## src/hdl/bch_pkg.sv

```systemverilog
// Shared types, codes and GF(64) helpers for the BCH (63,51) decoder.
`timescale 1ns / 1ps

package bch_pkg;

    // Code and field geometry
    localparam int CODE_LEN = 63;
    localparam int GF_M = 6;
    localparam logic [GF_M:0] FIELD_POLY = 7'h43;

    // Depth of the queue between the syndrome front and the correction back
    localparam int Q_DEPTH = 4;
    localparam int Q_AW = 2;

    // Result status codes
    localparam logic [1:0] ST_NONE = 2'd0;
    localparam logic [1:0] ST_ONE = 2'd1;
    localparam logic [1:0] ST_TWO = 2'd2;
    localparam logic [1:0] ST_FAIL = 2'd3;

    // Word classes found from the syndromes
    localparam logic [1:0] CLS_ZERO = 2'd0;
    localparam logic [1:0] CLS_FAIL = 2'd1;
    localparam logic [1:0] CLS_ONE = 2'd2;
    localparam logic [1:0] CLS_TWO = 2'd3;

    typedef logic [GF_M-1:0] t_gf;
    typedef logic [CODE_LEN-1:0] t_word;
    typedef t_gf t_gf_tab [CODE_LEN];

    // Item passed from the front to the back
    typedef struct packed {
        t_word word;
        t_gf   s1;
        t_gf   s3;
    } t_synd_item;

    // Multiply two field elements modulo x^6 + x + 1
    function automatic t_gf gf_mul(input t_gf a, input t_gf b);
        t_gf acc;
        logic [GF_M:0] x;
        acc = '0;
        x = {1'b0, a};
        for (int k = 0; k < GF_M; k++) begin
            if (b[k]) begin
                acc = acc ^ x[GF_M-1:0];
            end
            x = {x[GF_M-1:0], 1'b0};
            if (x[GF_M]) begin
                x = x ^ FIELD_POLY;
            end
        end
        return acc;
    endfunction

    // Build the table of successive powers of a step element
    function automatic t_gf_tab gen_pow_tab(input t_gf step);
        t_gf_tab tab;
        t_gf p;
        p = t_gf'(1);
        for (int j = 0; j < CODE_LEN; j++) begin
            tab[j] = p;
            p = gf_mul(p, step);
        end
        return tab;
    endfunction

    // alpha^j, alpha^(2j) and alpha^(3j)
    localparam t_gf_tab POW1_TAB = gen_pow_tab(t_gf'(2));
    localparam t_gf_tab POW2_TAB = gen_pow_tab(t_gf'(4));
    localparam t_gf_tab POW3_TAB = gen_pow_tab(t_gf'(8));

    // Square a field element; squaring is linear, so this is an XOR network
    function automatic t_gf gf_sq(input t_gf a);
        t_gf acc;
        acc = '0;
        for (int i = 0; i < GF_M; i++) begin
            if (a[i]) begin
                acc = acc ^ POW1_TAB[2*i];
            end
        end
        return acc;
    endfunction

endpackage

```

## src/hdl/bch_front.sv

```systemverilog
// Front end: accepts received words and forms the syndromes S1 and S3.
`timescale 1ns / 1ps

module bch_front (
    input  logic                 i_push,
    input  bch_pkg::t_word       i_received_word,
    input  logic                 i_q_full,
    output logic                 o_full,
    output logic                 o_wr,
    output bch_pkg::t_synd_item  o_item
);

    bch_pkg::t_gf s1;
    bch_pkg::t_gf s3;

    // Evaluate the word at alpha and alpha^3
    always_comb begin
        s1 = '0;
        s3 = '0;
        for (int j = 0; j < bch_pkg::CODE_LEN; j++) begin
            if (i_received_word[j]) begin
                s1 = s1 ^ bch_pkg::POW1_TAB[j];
                s3 = s3 ^ bch_pkg::POW3_TAB[j];
            end
        end
    end

    // Transfer into the queue whenever it has room
    assign o_full = i_q_full;
    assign o_wr = i_push && !i_q_full;
    assign o_item = '{word: i_received_word, s1: s1, s3: s3};

endmodule

```

## src/hdl/bch_queue.sv

```systemverilog
// Short queue of syndrome items between the front and back parts.
`timescale 1ns / 1ps

module bch_queue (
    input  logic                 i_clk,
    input  logic                 i_rst_n,
    input  logic                 i_wr,
    input  bch_pkg::t_synd_item  i_item,
    input  logic                 i_rd,
    output logic                 o_full,
    output logic                 o_empty,
    output bch_pkg::t_synd_item  o_item
);

    bch_pkg::t_synd_item r_mem [bch_pkg::Q_DEPTH];
    logic [bch_pkg::Q_AW-1:0] r_wptr, n_wptr;
    logic [bch_pkg::Q_AW-1:0] r_rptr, n_rptr;
    logic [bch_pkg::Q_AW:0]   r_cnt, n_cnt;
    logic                     wr_en;
    logic                     rd_en;

    assign o_full = (r_cnt == (bch_pkg::Q_AW+1)'(bch_pkg::Q_DEPTH));
    assign o_empty = (r_cnt == '0);
    assign o_item = r_mem[r_rptr];
    assign wr_en = i_wr && !o_full;
    assign rd_en = i_rd && !o_empty;

    // Advance pointers and count
    always_comb begin
        n_wptr = wr_en ? r_wptr + 1'b1 : r_wptr;
        n_rptr = rd_en ? r_rptr + 1'b1 : r_rptr;
        n_cnt = r_cnt;
        if (wr_en && !rd_en) begin
            n_cnt = r_cnt + 1'b1;
        end else if (rd_en && !wr_en) begin
            n_cnt = r_cnt - 1'b1;
        end
    end

    always_ff @(posedge i_clk) begin
        if (!i_rst_n) begin
            r_wptr <= '0;
            r_rptr <= '0;
            r_cnt <= '0;
        end else begin
            r_wptr <= n_wptr;
            r_rptr <= n_rptr;
            r_cnt <= n_cnt;
        end
    end

    // Store entries
    always_ff @(posedge i_clk) begin
        if (wr_en) begin
            r_mem[r_wptr] <= i_item;
        end
    end

endmodule

```

## src/hdl/bch_back.sv

```systemverilog
// Back end: classifies syndromes, runs the Chien search and queues results.
`timescale 1ns / 1ps

module bch_back (
    input  logic                 i_clk,
    input  logic                 i_rst_n,
    input  logic                 i_q_empty,
    input  bch_pkg::t_synd_item  i_item,
    output logic                 o_q_rd,
    input  logic                 i_pop,
    output logic                 o_empty,
    output bch_pkg::t_word       o_corrected_word,
    output logic [1:0]           o_decode_status
);

    // Classification stage
    logic                r_st_vld, n_st_vld;
    bch_pkg::t_word      r_st_word;
    bch_pkg::t_gf        r_st_s1;
    bch_pkg::t_gf        r_st_s1sq;
    bch_pkg::t_gf        r_st_aux;
    logic [1:0]          r_st_cls;

    // Result queue
    bch_pkg::t_word      r_oq_word [2];
    logic [1:0]          r_oq_stat [2];
    logic                r_oq_wptr, n_oq_wptr;
    logic                r_oq_rptr, n_oq_rptr;
    logic [1:0]          r_oq_cnt, n_oq_cnt;

    bch_pkg::t_gf        s1sq;
    bch_pkg::t_gf        cube;
    logic [1:0]          cls;
    logic                ld;
    logic                adv;
    logic                oq_pop;
    logic [bch_pkg::CODE_LEN-1:0] root;
    logic [bch_pkg::CODE_LEN-1:0] hit;
    logic [bch_pkg::CODE_LEN-1:0] mask;
    logic [1:0]          stat;

    // Handshake between stages
    assign oq_pop = i_pop && (r_oq_cnt != 2'd0);
    assign adv = r_st_vld && ((r_oq_cnt != 2'd2) || oq_pop);
    assign ld = !i_q_empty && (!r_st_vld || adv);
    assign o_q_rd = ld;
    assign n_st_vld = ld || (r_st_vld && !adv);

    // Classify the word from S1 and S3
    always_comb begin
        s1sq = bch_pkg::gf_sq(i_item.s1);
        cube = bch_pkg::gf_mul(s1sq, i_item.s1);
        if (i_item.s1 == '0) begin
            cls = (i_item.s3 == '0) ? bch_pkg::CLS_ZERO : bch_pkg::CLS_FAIL;
        end else if (cube == i_item.s3) begin
            cls = bch_pkg::CLS_ONE;
        end else begin
            cls = bch_pkg::CLS_TWO;
        end
    end

    always_ff @(posedge i_clk) begin
        if (!i_rst_n) begin
            r_st_vld <= 1'b0;
        end else begin
            r_st_vld <= n_st_vld;
        end
    end

    always_ff @(posedge i_clk) begin
        if (ld) begin
            r_st_word <= i_item.word;
            r_st_s1 <= i_item.s1;
            r_st_s1sq <= s1sq;
            r_st_aux <= cube ^ i_item.s3;
            r_st_cls <= cls;
        end
    end

    // Chien search lanes: locator S1*x^2 + S1^2*x + aux at x = alpha^j
    always_comb begin
        for (int j = 0; j < bch_pkg::CODE_LEN; j++) begin
            root[j] = ((bch_pkg::gf_mul(r_st_s1, bch_pkg::POW2_TAB[j])
                       ^ bch_pkg::gf_mul(r_st_s1sq, bch_pkg::POW1_TAB[j])
                       ^ r_st_aux) == '0);
            hit[j] = (r_st_s1 == bch_pkg::POW1_TAB[j]);
        end
    end

    // Pick the error mask and status; in the two-error class the locator gives two roots or none
    always_comb begin
        case (r_st_cls)
            bch_pkg::CLS_ZERO: begin
                mask = '0;
                stat = bch_pkg::ST_NONE;
            end
            bch_pkg::CLS_ONE: begin
                mask = hit;
                stat = bch_pkg::ST_ONE;
            end
            bch_pkg::CLS_TWO: begin
                if (|root) begin
                    mask = root;
                    stat = bch_pkg::ST_TWO;
                end else begin
                    mask = '0;
                    stat = bch_pkg::ST_FAIL;
                end
            end
            default: begin
                mask = '0;
                stat = bch_pkg::ST_FAIL;
            end
        endcase
    end

    // Result queue control
    always_comb begin
        n_oq_wptr = adv ? ~r_oq_wptr : r_oq_wptr;
        n_oq_rptr = oq_pop ? ~r_oq_rptr : r_oq_rptr;
        n_oq_cnt = r_oq_cnt;
        if (adv && !oq_pop) begin
            n_oq_cnt = r_oq_cnt + 1'b1;
        end else if (oq_pop && !adv) begin
            n_oq_cnt = r_oq_cnt - 1'b1;
        end
    end

    always_ff @(posedge i_clk) begin
        if (!i_rst_n) begin
            r_oq_wptr <= 1'b0;
            r_oq_rptr <= 1'b0;
            r_oq_cnt <= 2'd0;
        end else begin
            r_oq_wptr <= n_oq_wptr;
            r_oq_rptr <= n_oq_rptr;
            r_oq_cnt <= n_oq_cnt;
        end
    end

    always_ff @(posedge i_clk) begin
        if (adv) begin
            r_oq_word[r_oq_wptr] <= r_st_word ^ mask;
            r_oq_stat[r_oq_wptr] <= stat;
        end
    end

    assign o_empty = (r_oq_cnt == 2'd0);
    assign o_corrected_word = r_oq_word[r_oq_rptr];
    assign o_decode_status = r_oq_stat[r_oq_rptr];

endmodule

```

## src/hdl/bch_63_51_double_error_decoder_unit.sv

```systemverilog
// Top level of the BCH (63,51) double-error decoder.
// A transferred word passes through the syndrome queue, then the classification stage,
// then the result queue, before it shows on the result ports.
// Throughput: one word per cycle while results are popped, set by the unrolled syndrome and 63-lane Chien logic.
// Reset: synchronous, active low; it empties both queues and the classification stage.
`timescale 1ns / 1ps

module bch_63_51_double_error_decoder_unit (
    input  logic                 i_clk,
    input  logic                 i_rst_n,
    input  logic                 i_push,
    output logic                 o_full,
    input  bch_pkg::t_word       i_received_word,
    output logic                 o_empty,
    input  logic                 i_pop,
    output bch_pkg::t_word       o_corrected_word,
    output logic [1:0]           o_decode_status
);

    logic                q_wr;
    logic                q_rd;
    logic                q_full;
    logic                q_empty;
    bch_pkg::t_synd_item q_in;
    bch_pkg::t_synd_item q_out;

    // Syndrome front
    bch_front u_front (
        .i_push          (i_push),
        .i_received_word (i_received_word),
        .i_q_full        (q_full),
        .o_full          (o_full),
        .o_wr            (q_wr),
        .o_item          (q_in)
    );

    // Decoupling queue
    bch_queue u_queue (
        .i_clk   (i_clk),
        .i_rst_n (i_rst_n),
        .i_wr    (q_wr),
        .i_item  (q_in),
        .i_rd    (q_rd),
        .o_full  (q_full),
        .o_empty (q_empty),
        .o_item  (q_out)
    );

    // Correction back
    bch_back u_back (
        .i_clk            (i_clk),
        .i_rst_n          (i_rst_n),
        .i_q_empty        (q_empty),
        .i_item           (q_out),
        .o_q_rd           (q_rd),
        .i_pop            (i_pop),
        .o_empty          (o_empty),
        .o_corrected_word (o_corrected_word),
        .o_decode_status  (o_decode_status)
    );

endmodule

```

## config.mk

```make
export PLATFORM = sky130hd
export DESIGN_NAME = bch_63_51_double_error_decoder_unit
export DESIGN_NICKNAME = d
export VERILOG_FILES = /design/src/hdl/bch_pkg.sv /design/src/hdl/bch_front.sv /design/src/hdl/bch_queue.sv /design/src/hdl/bch_back.sv /design/src/hdl/bch_63_51_double_error_decoder_unit.sv
export SDC_FILE = /design/constraint.sdc
export NUM_CORES = 1
export LEC_CHECK = 0
export BUFFER_PORTS_ARGS = -buffer_cell sky130_fd_sc_hd__buf_4
export CELL_PAD_IN_SITES_DETAIL_PLACEMENT = 0
export CELL_PAD_IN_SITES_GLOBAL_PLACEMENT = 2
export CORE_MARGIN = 8
export CORE_UTILIZATION = 40
export CTS_CLUSTER_SIZE = 10
export DETAILED_ROUTE_END_ITERATION = 8
export HOLD_SLACK_MARGIN = 0.03
export PLACE_DENSITY = 0.74
export SLEW_MARGIN = 5
export SYNTH_ARGS = -nofsm -noshare
export SYNTH_HDL_FRONTEND = slang
export SYNTH_SLANG_ARGS = --single-unit
```

## constraint.sdc

```tcl
create_clock -name i_clk -period 7.05 [get_ports i_clk]
set_input_delay 0.705 -clock i_clk [delete_from_list [all_inputs] [get_ports i_clk]]
set_output_delay 0.705 -clock i_clk [all_outputs]
set_load 0.01 [all_outputs]
```

### Word-level counts from Yosys, hierarchy flattened

Memories as Yosys holds them, arrays and structs flattened. A register that Yosys moved wholly into a read port is not among the register bits.
Index checks and enable logic that the tools add are counted.

* equality and inequality tests: 68
* bitwise operators: 393
* reduce and logical (&&, ||, !) cells: 93
* multiplexer cells: 173
* $add $sub $neg: 6

Operators by type and width (number)
* $xor 6x6->6: 246
* $logic_not 6->1: 65
* $mux 6: 63
* $eq 6x6->1 const B: 32
* $mux 5: 35
* $not 4->4: 36
* $pmux 63 s2: 1
* $eq 6x5->1 const B: 16
* $not 2->2: 48
* $not 3->3: 32
* $mux 4: 21
* $mux 63: 1
* $reduce_or 63->1: 1
* $xor 63x63->63: 1
* $not 5->5: 12
* $mux 2: 26
* $eq 6x4->1 const B: 8
* $mux 3: 10
* $eq 6x3->1 const B: 4
* $mux 1: 15
* $eq 6x2->1 const B: 2
* $logic_and 1x1->1: 11
* $not 1->1 const A: 8
* $logic_not 1->1: 7
* other kinds (17): 32

* word-level logic and storage cells: 748
* input bits: 67
* memory bits (writable): 430
* register bits after elaboration: 95
* memories: 3

Memories
* u_queue.r_mem: depth 4, width 75, rd ports 1, clocked after memory_dff 1, wr ports 1, line bch_queue.sv:15 `bch_pkg::t_synd_item r_mem [bch_pkg::Q_DEPTH];`
* u_back.r_oq_word: depth 2, width 63, rd ports 1, clocked after memory_dff 1, wr ports 1, line bch_back.sv:25 `bch_pkg::t_word r_oq_word [2];`
* u_back.r_oq_stat: depth 2, width 2, rd ports 1, clocked after memory_dff 1, wr ports 1, line bch_back.sv:26 `logic [1:0] r_oq_stat [2];`

### Longest topological paths before layout

* depth after elaboration: 120
* mapped depth: 16
* mapped depth without buffers: 12

### By module

A second synthesis with hierarchy kept.

* cells, all modules: 2260
* area, all modules: 31829.3 sq um

Modules (own cells, without submodules)
* bch_back: times used 1, area each 18059.8 sq um, cells an instance 1611
* bch_queue: times used 1, area each 11300.8 sq um, cells an instance 439
* bch_front: times used 1, area each 2468.6 sq um, cells an instance 210

### Worst setup path after synthesis

Ideal clock, no wire load.

* path kind: input-to-reg
* start: input port i_pop
* end: register u_queue.r_cnt[2] (netlist bit)
* slack: 840 ps
* data required time: 6974 ps
* library setup time: 76 ps
* stages on the path: 9
* data arrival time: 6135 ps
* path through: nor3b_1 -> a21oi_1 -> inv_1 -> ha_1 -> inv_1 -> fa_1 -> xor2_1 -> or3_1 -> a21boi_0

* longest elaborated chain between the ends: 9
* elaborated cells between the ends (all ways): 11
* classes of those cells: 1 x mux; 10 x reduce/logical

RTL lines
* start: declaration: line bch_63_51_double_error_decoder_unit.sv:15 `input logic i_pop,`
* $logic_and 1x1->1 *: line bch_back.sv:43 `assign oq_pop = i_pop && (r_oq_cnt != 2'd0);`
* $logic_or 1x1->1 *: line bch_back.sv:44 `assign adv = r_st_vld && ((r_oq_cnt != 2'd2) || oq_pop);`
* $logic_and 1x1->1 *: line bch_back.sv:44
* $logic_or 1x1->1 *: line bch_back.sv:45 `assign ld = !i_q_empty && (!r_st_vld || adv);`
* $logic_and 1x1->1 *: line bch_back.sv:45
* named net q_rd: line bch_63_51_double_error_decoder_unit.sv:21 `logic q_rd;`
* $logic_and 1x1->1 *: line bch_queue.sv:26 `assign rd_en = i_rd && !o_empty;`
* $logic_not 1->1: line bch_queue.sv:33 `if (wr_en && !rd_en) begin`
* $logic_and 1x1->1: line bch_queue.sv:33
* $mux 3 / $reduce_bool 2->1 (equally long branches)
* end signal: assignment: line bch_queue.sv:48 `r_cnt <= n_cnt;`
* end: declaration: line bch_queue.sv:18 `logic [bch_pkg::Q_AW:0] r_cnt, n_cnt;`

Mark *: on every way through the listed nets, which the timed path passes. The rest lies on a longest branch.
A chain may end at the register's enable or synchronous reset.

### Worst setup path in the final report

* start: register u_back.r_st_s1[4]
* end: memory u_back.r_oq_stat[0][0], data pin

* longest elaborated chain between the ends: 12
* elaborated cells between the ends (all ways): 252
* classes of those cells: 4 x mux; 184 x bitwise; 64 x reduce/logical

RTL lines
* start: declaration: line bch_back.sv:19 `bch_pkg::t_gf r_st_s1;`
* start signal: assignment: line bch_back.sv:73 `r_st_s1 <= i_item.s1;`
* $mux 2: line bch_pkg.sv:49 `if (x[GF_M]) begin`
* $not 2->2 (no source line)
* $mux 2: line bch_pkg.sv:49
* $xor 6x6->6 (3 in a row): line bch_pkg.sv:46 `acc = acc ^ x[GF_M-1:0];`
* $xor 6x6->6: line bch_back.sv:84 `^ bch_pkg::gf_mul(r_st_s1sq, bch_pkg::POW1_TAB[j])`
* $xor 6x6->6: line bch_back.sv:85 `^ r_st_aux) == '0);`
* $logic_not 6->1: line bch_back.sv:83 `root[j] = ((bch_pkg::gf_mul(r_st_s1, bch_pkg::POW2_TAB[j])`
* $reduce_or 63->1 *: line bch_back.sv:102 `if (|root) begin`
* $mux 1 *: line bch_back.sv:102
* $pmux 2 s3 *: line bch_back.sv:92 `case (r_st_cls)`
* named net u_back.stat[0]: line bch_back.sv:40 `logic [1:0] stat;`
* end: declaration: line bch_back.sv:26

Marked as above.

==> results.cfg <==
[status]
status = complete, no violations

[yosys]
synth_seq_cells = 525
synth-seq-area-share_pct = 51.3
syn-cell-area_mm2 = 0.0304
synth-compound-area-share_pct = 3.38
syn-num-nets = 2331
ys.flop_type = edfxtp_1
synth.area.mux_share_pct = 8.45
synth_cells = 2243
synth_edf_count = 510
synth_top_area_share_pct = 50.3
synth_xor_area_share_pct = 27.4
synthSimpleGateAreaFrac_pct = 6.26
synth_top_family_by_area = XOR/XNOR gates
ys_warn_count = 0
yosys.area_share.adder_pct = 0.888
synth_area_per_cell_um2 = 13.6
yosysTopAreaCell = edfxtp_1
yosysUniqueCellTypes = 68
ys_top_cells_by_area = edfxtp_1 (50%), xnor2_1 (18%), xor2_1 (6.3%)
async_flop_share_pct = 0

[timing]
relSlewSlack_pct = 12.9
finalWorstPathRequiredPeriod_ps = 5120
finalSetupViolCount = 0
tightest_slew_ps = 1300
setup_tns_ps = 0
hold_viol = 0
fmax_mhz = 195
rsz0062_at_grt = false
whs_ps = 305
fin_crit_sh_pct = 72.6
final.setup_skew_ps = 54.7
finalMaxSlewViolations = 0

[clocking]
h-tree-depth = 2
numCtsBuffers = 59
ctsResizeCount = 0
ctsHoldBuffers = 0
post-cts-setup-buffers = 0
clk_latency_ps = 630
clkTransAtPathRegs_ps = 60
numClockSinks = 525
clk_path_buf_depth = 3
cts_tree = yes
cts_root_buf = clkbuf_16

[place]
io_buffers = 133
gp_congestion = 1.06
dp_hpwl_um = 82400

[setup_path]
path_buf_inv = 1
critPathTopFamily = XOR/XNOR gates
slowest_delay_ps = 1010
cp.arrival_ps = 5540
crit_path_frequent_cell = or4_1
critical_path_class = register to register
cpMaxStageDelayCell = ha_2
cp-start-kind = register
path_max_fanout = 23
end_kind = register
cp.required_ps = 7480
worstPathCellList = clkinv_1, ha_2, xor2_4, xnor2_1, xor2_1, xor2_1, or4_1, nand4_1, or4_1, or4_1, o32ai_2

[min_path]
holdCritPathClass = input port to register

[global_route]
grt_pass1_wl_um = 155000
grt_use_total_pct = 25.5
grt_pass1_vias = 19700
grt_start_max_net_pins = 63
grt.overflow.total = 0
antenna_found_initial = 4

[finish]
seqCellArea_mm2 = 0.0156
area_growth_pct = 13.2
fin_util_pct = 45.6
final_nets = 2487
multi_input_comb_area_mm2 = 0.0142
drive_above_1_share_pct = 20.2
fillCellCount = 6838

[routing]
routed_wl_um = 112000
num_vias = 19500
wl_per_cell_um = 32.8
routed_via_density = 5.74
drtAntennaViolNets = 0
drt_iter0_drc = 2040
first_pass_iters = 6
drc = 0

[floorplan]
initial_utilization_pct = 40.3
ios = 134
die_w_um = 292
dieArea_mm2 = 0.0851
row_count = 101
core_area_mm2 = 0.0756
die_height_um = 292

[flow_run]
drv_cap = 0
-- worst paths after layout --
| kind | from | endpoint | slack [ps] | cells after the start |
|---|---|---|---|---|
| worst max-delay path | u_back.r_st_s1[4]$_DFFE_PP_ | u_back.r_oq_stat[0][0]$_DFFE_PP_ | 1930 | 11 |
| worst min-delay path | i_received_word[13] | u_queue.r_mem[0][25]$_DFFE_PP_ | 310 | 1 |
| worst max register to register | u_back.r_st_s1[4]$_DFFE_PP_ | u_back.r_oq_stat[0][0]$_DFFE_PP_ | 1930 | 11 |
| worst min register to register | u_back.r_st_vld$_SDFF_PN0_ | u_back.r_st_vld$_SDFF_PN0_ | 510 | 2 |
-- state kept, by name (all words and copies together) (netlist names), named ones only --
register,count
u_back.r_st_vld,1
u_back.r_oq_cnt,2
u_back.r_oq_stat,4
u_queue.r_wptr,2
u_queue.r_mem,300
u_back.r_oq_wptr,1
u_back.r_st_cls,2
u_queue.r_rptr,2
u_back.r_st_s1sq,3
u_back.r_oq_word,126
u_back.r_oq_rptr,1
u_back.r_st_aux,6
u_back.r_st_s1,6
u_back.r_st_word,63
u_queue.r_cnt,3
-- synthesized netlist by cell type, types with 32 or more instances --
cell      instances
nor2_1           67
nand3_1          50
edfxtp_1        510
buf_2            32
mux2_2           66
nor3_1           36
a21oi_1          38
nand2_1          60
a32oi_1          32
xnor2_1         627
mux4_2           75
xor2_1          218
clkbuf_1         41
-- cells in the final DEF, fill, tap and decap left out, types with 6 or more instances in the layout --
| cell type | netlist | layout |
|---|---|---|
| a32oi_1 | 32 | 32 |
| inv_1 | 13 | 13 |
| edfxtp_1 | 510 | 510 |
| a211oi_1 | 6 | 6 |
| buf_4 | 17 | 214 |
| or4_1 | 8 | 8 |
| nand4_1 | 16 | 16 |
| o22ai_1 | 15 | 15 |
| nand2_1 | 60 | 60 |
| clkbuf_16 | 0 | 59 |
| dfxtp_1 | 15 | 12 |
| o21ai_0 | 17 | 17 |
| nand3_1 | 50 | 50 |
| mux4_2 | 75 | 75 |
| mux2_2 | 66 | 66 |
| nor2_1 | 67 | 66 |
| nor2b_1 | 12 | 12 |
| xor2_4 | 6 | 6 |
| nor4_1 | 25 | 25 |
| xnor2_1 | 627 | 622 |
| and2_1 | 24 | 19 |
| xor2_1 | 218 | 216 |
| mux2i_1 | 14 | 14 |
| and3_1 | 21 | 21 |
| nor3_1 | 36 | 36 |
| ha_1 | 20 | 19 |
| xnor2_4 | 8 | 9 |
| clkbuf_1 | 41 | 18 |
| xnor2_2 | 26 | 30 |
| a21oi_1 | 38 | 37 |
| or3_1 | 24 | 24 |
-- cells by family (layout without fill, tap and decap cells) --
kind of cell | Yosys count | in the layout
xor+xnor | 892 | 892
flops | 525 | 525
simple gates | 366 | 366
mux | 155 | 155
compound gates | 148 | 148
buf+inv | 136 | 315
fa+ha+maj | 21 | 21
other cells | 0 | 1
-- per-layer routing --
metal	GRT usage (%)	vias up	wire length, um
li1	-	8377	-
met1	33.8	9968	46700
met2	40.9	909	51400
met3	3.99	251	7140
met4	12.4	4	6330
met5	0	-	27
-- per-stage QoR --
| stage | cell area (um2) | instances | setup slack (ps) |
|---|---|---|---|
| floorplan | 30400 | 2243 | 840 |
| global placement | 32800 | 3316 | 2040 |
| detailed placement | 32800 | 3316 | 2050 |
| CTS | 34400 | 3400 | 2000 |
| global route | 34400 | 3401 | 1840 |
| finish | 34400 | 3401 | 1930 |
-- area by class of cell --
type / instances / area share, %
antenna: 1 / 0.00727
inverter: 17 / 0.185
sequential: 525 / 45.4
multi-input combinational: 1582 / 41.3
timing repair buffer: 214 / 4.67
clock buffer: 79 / 4.56
tap: 978 / 3.55
clock inverter: 5 / 0.298
Power is left out: the tool's default activity adds up to more than one toggle a clock period on the data nets, which glitch-free logic cannot reach.
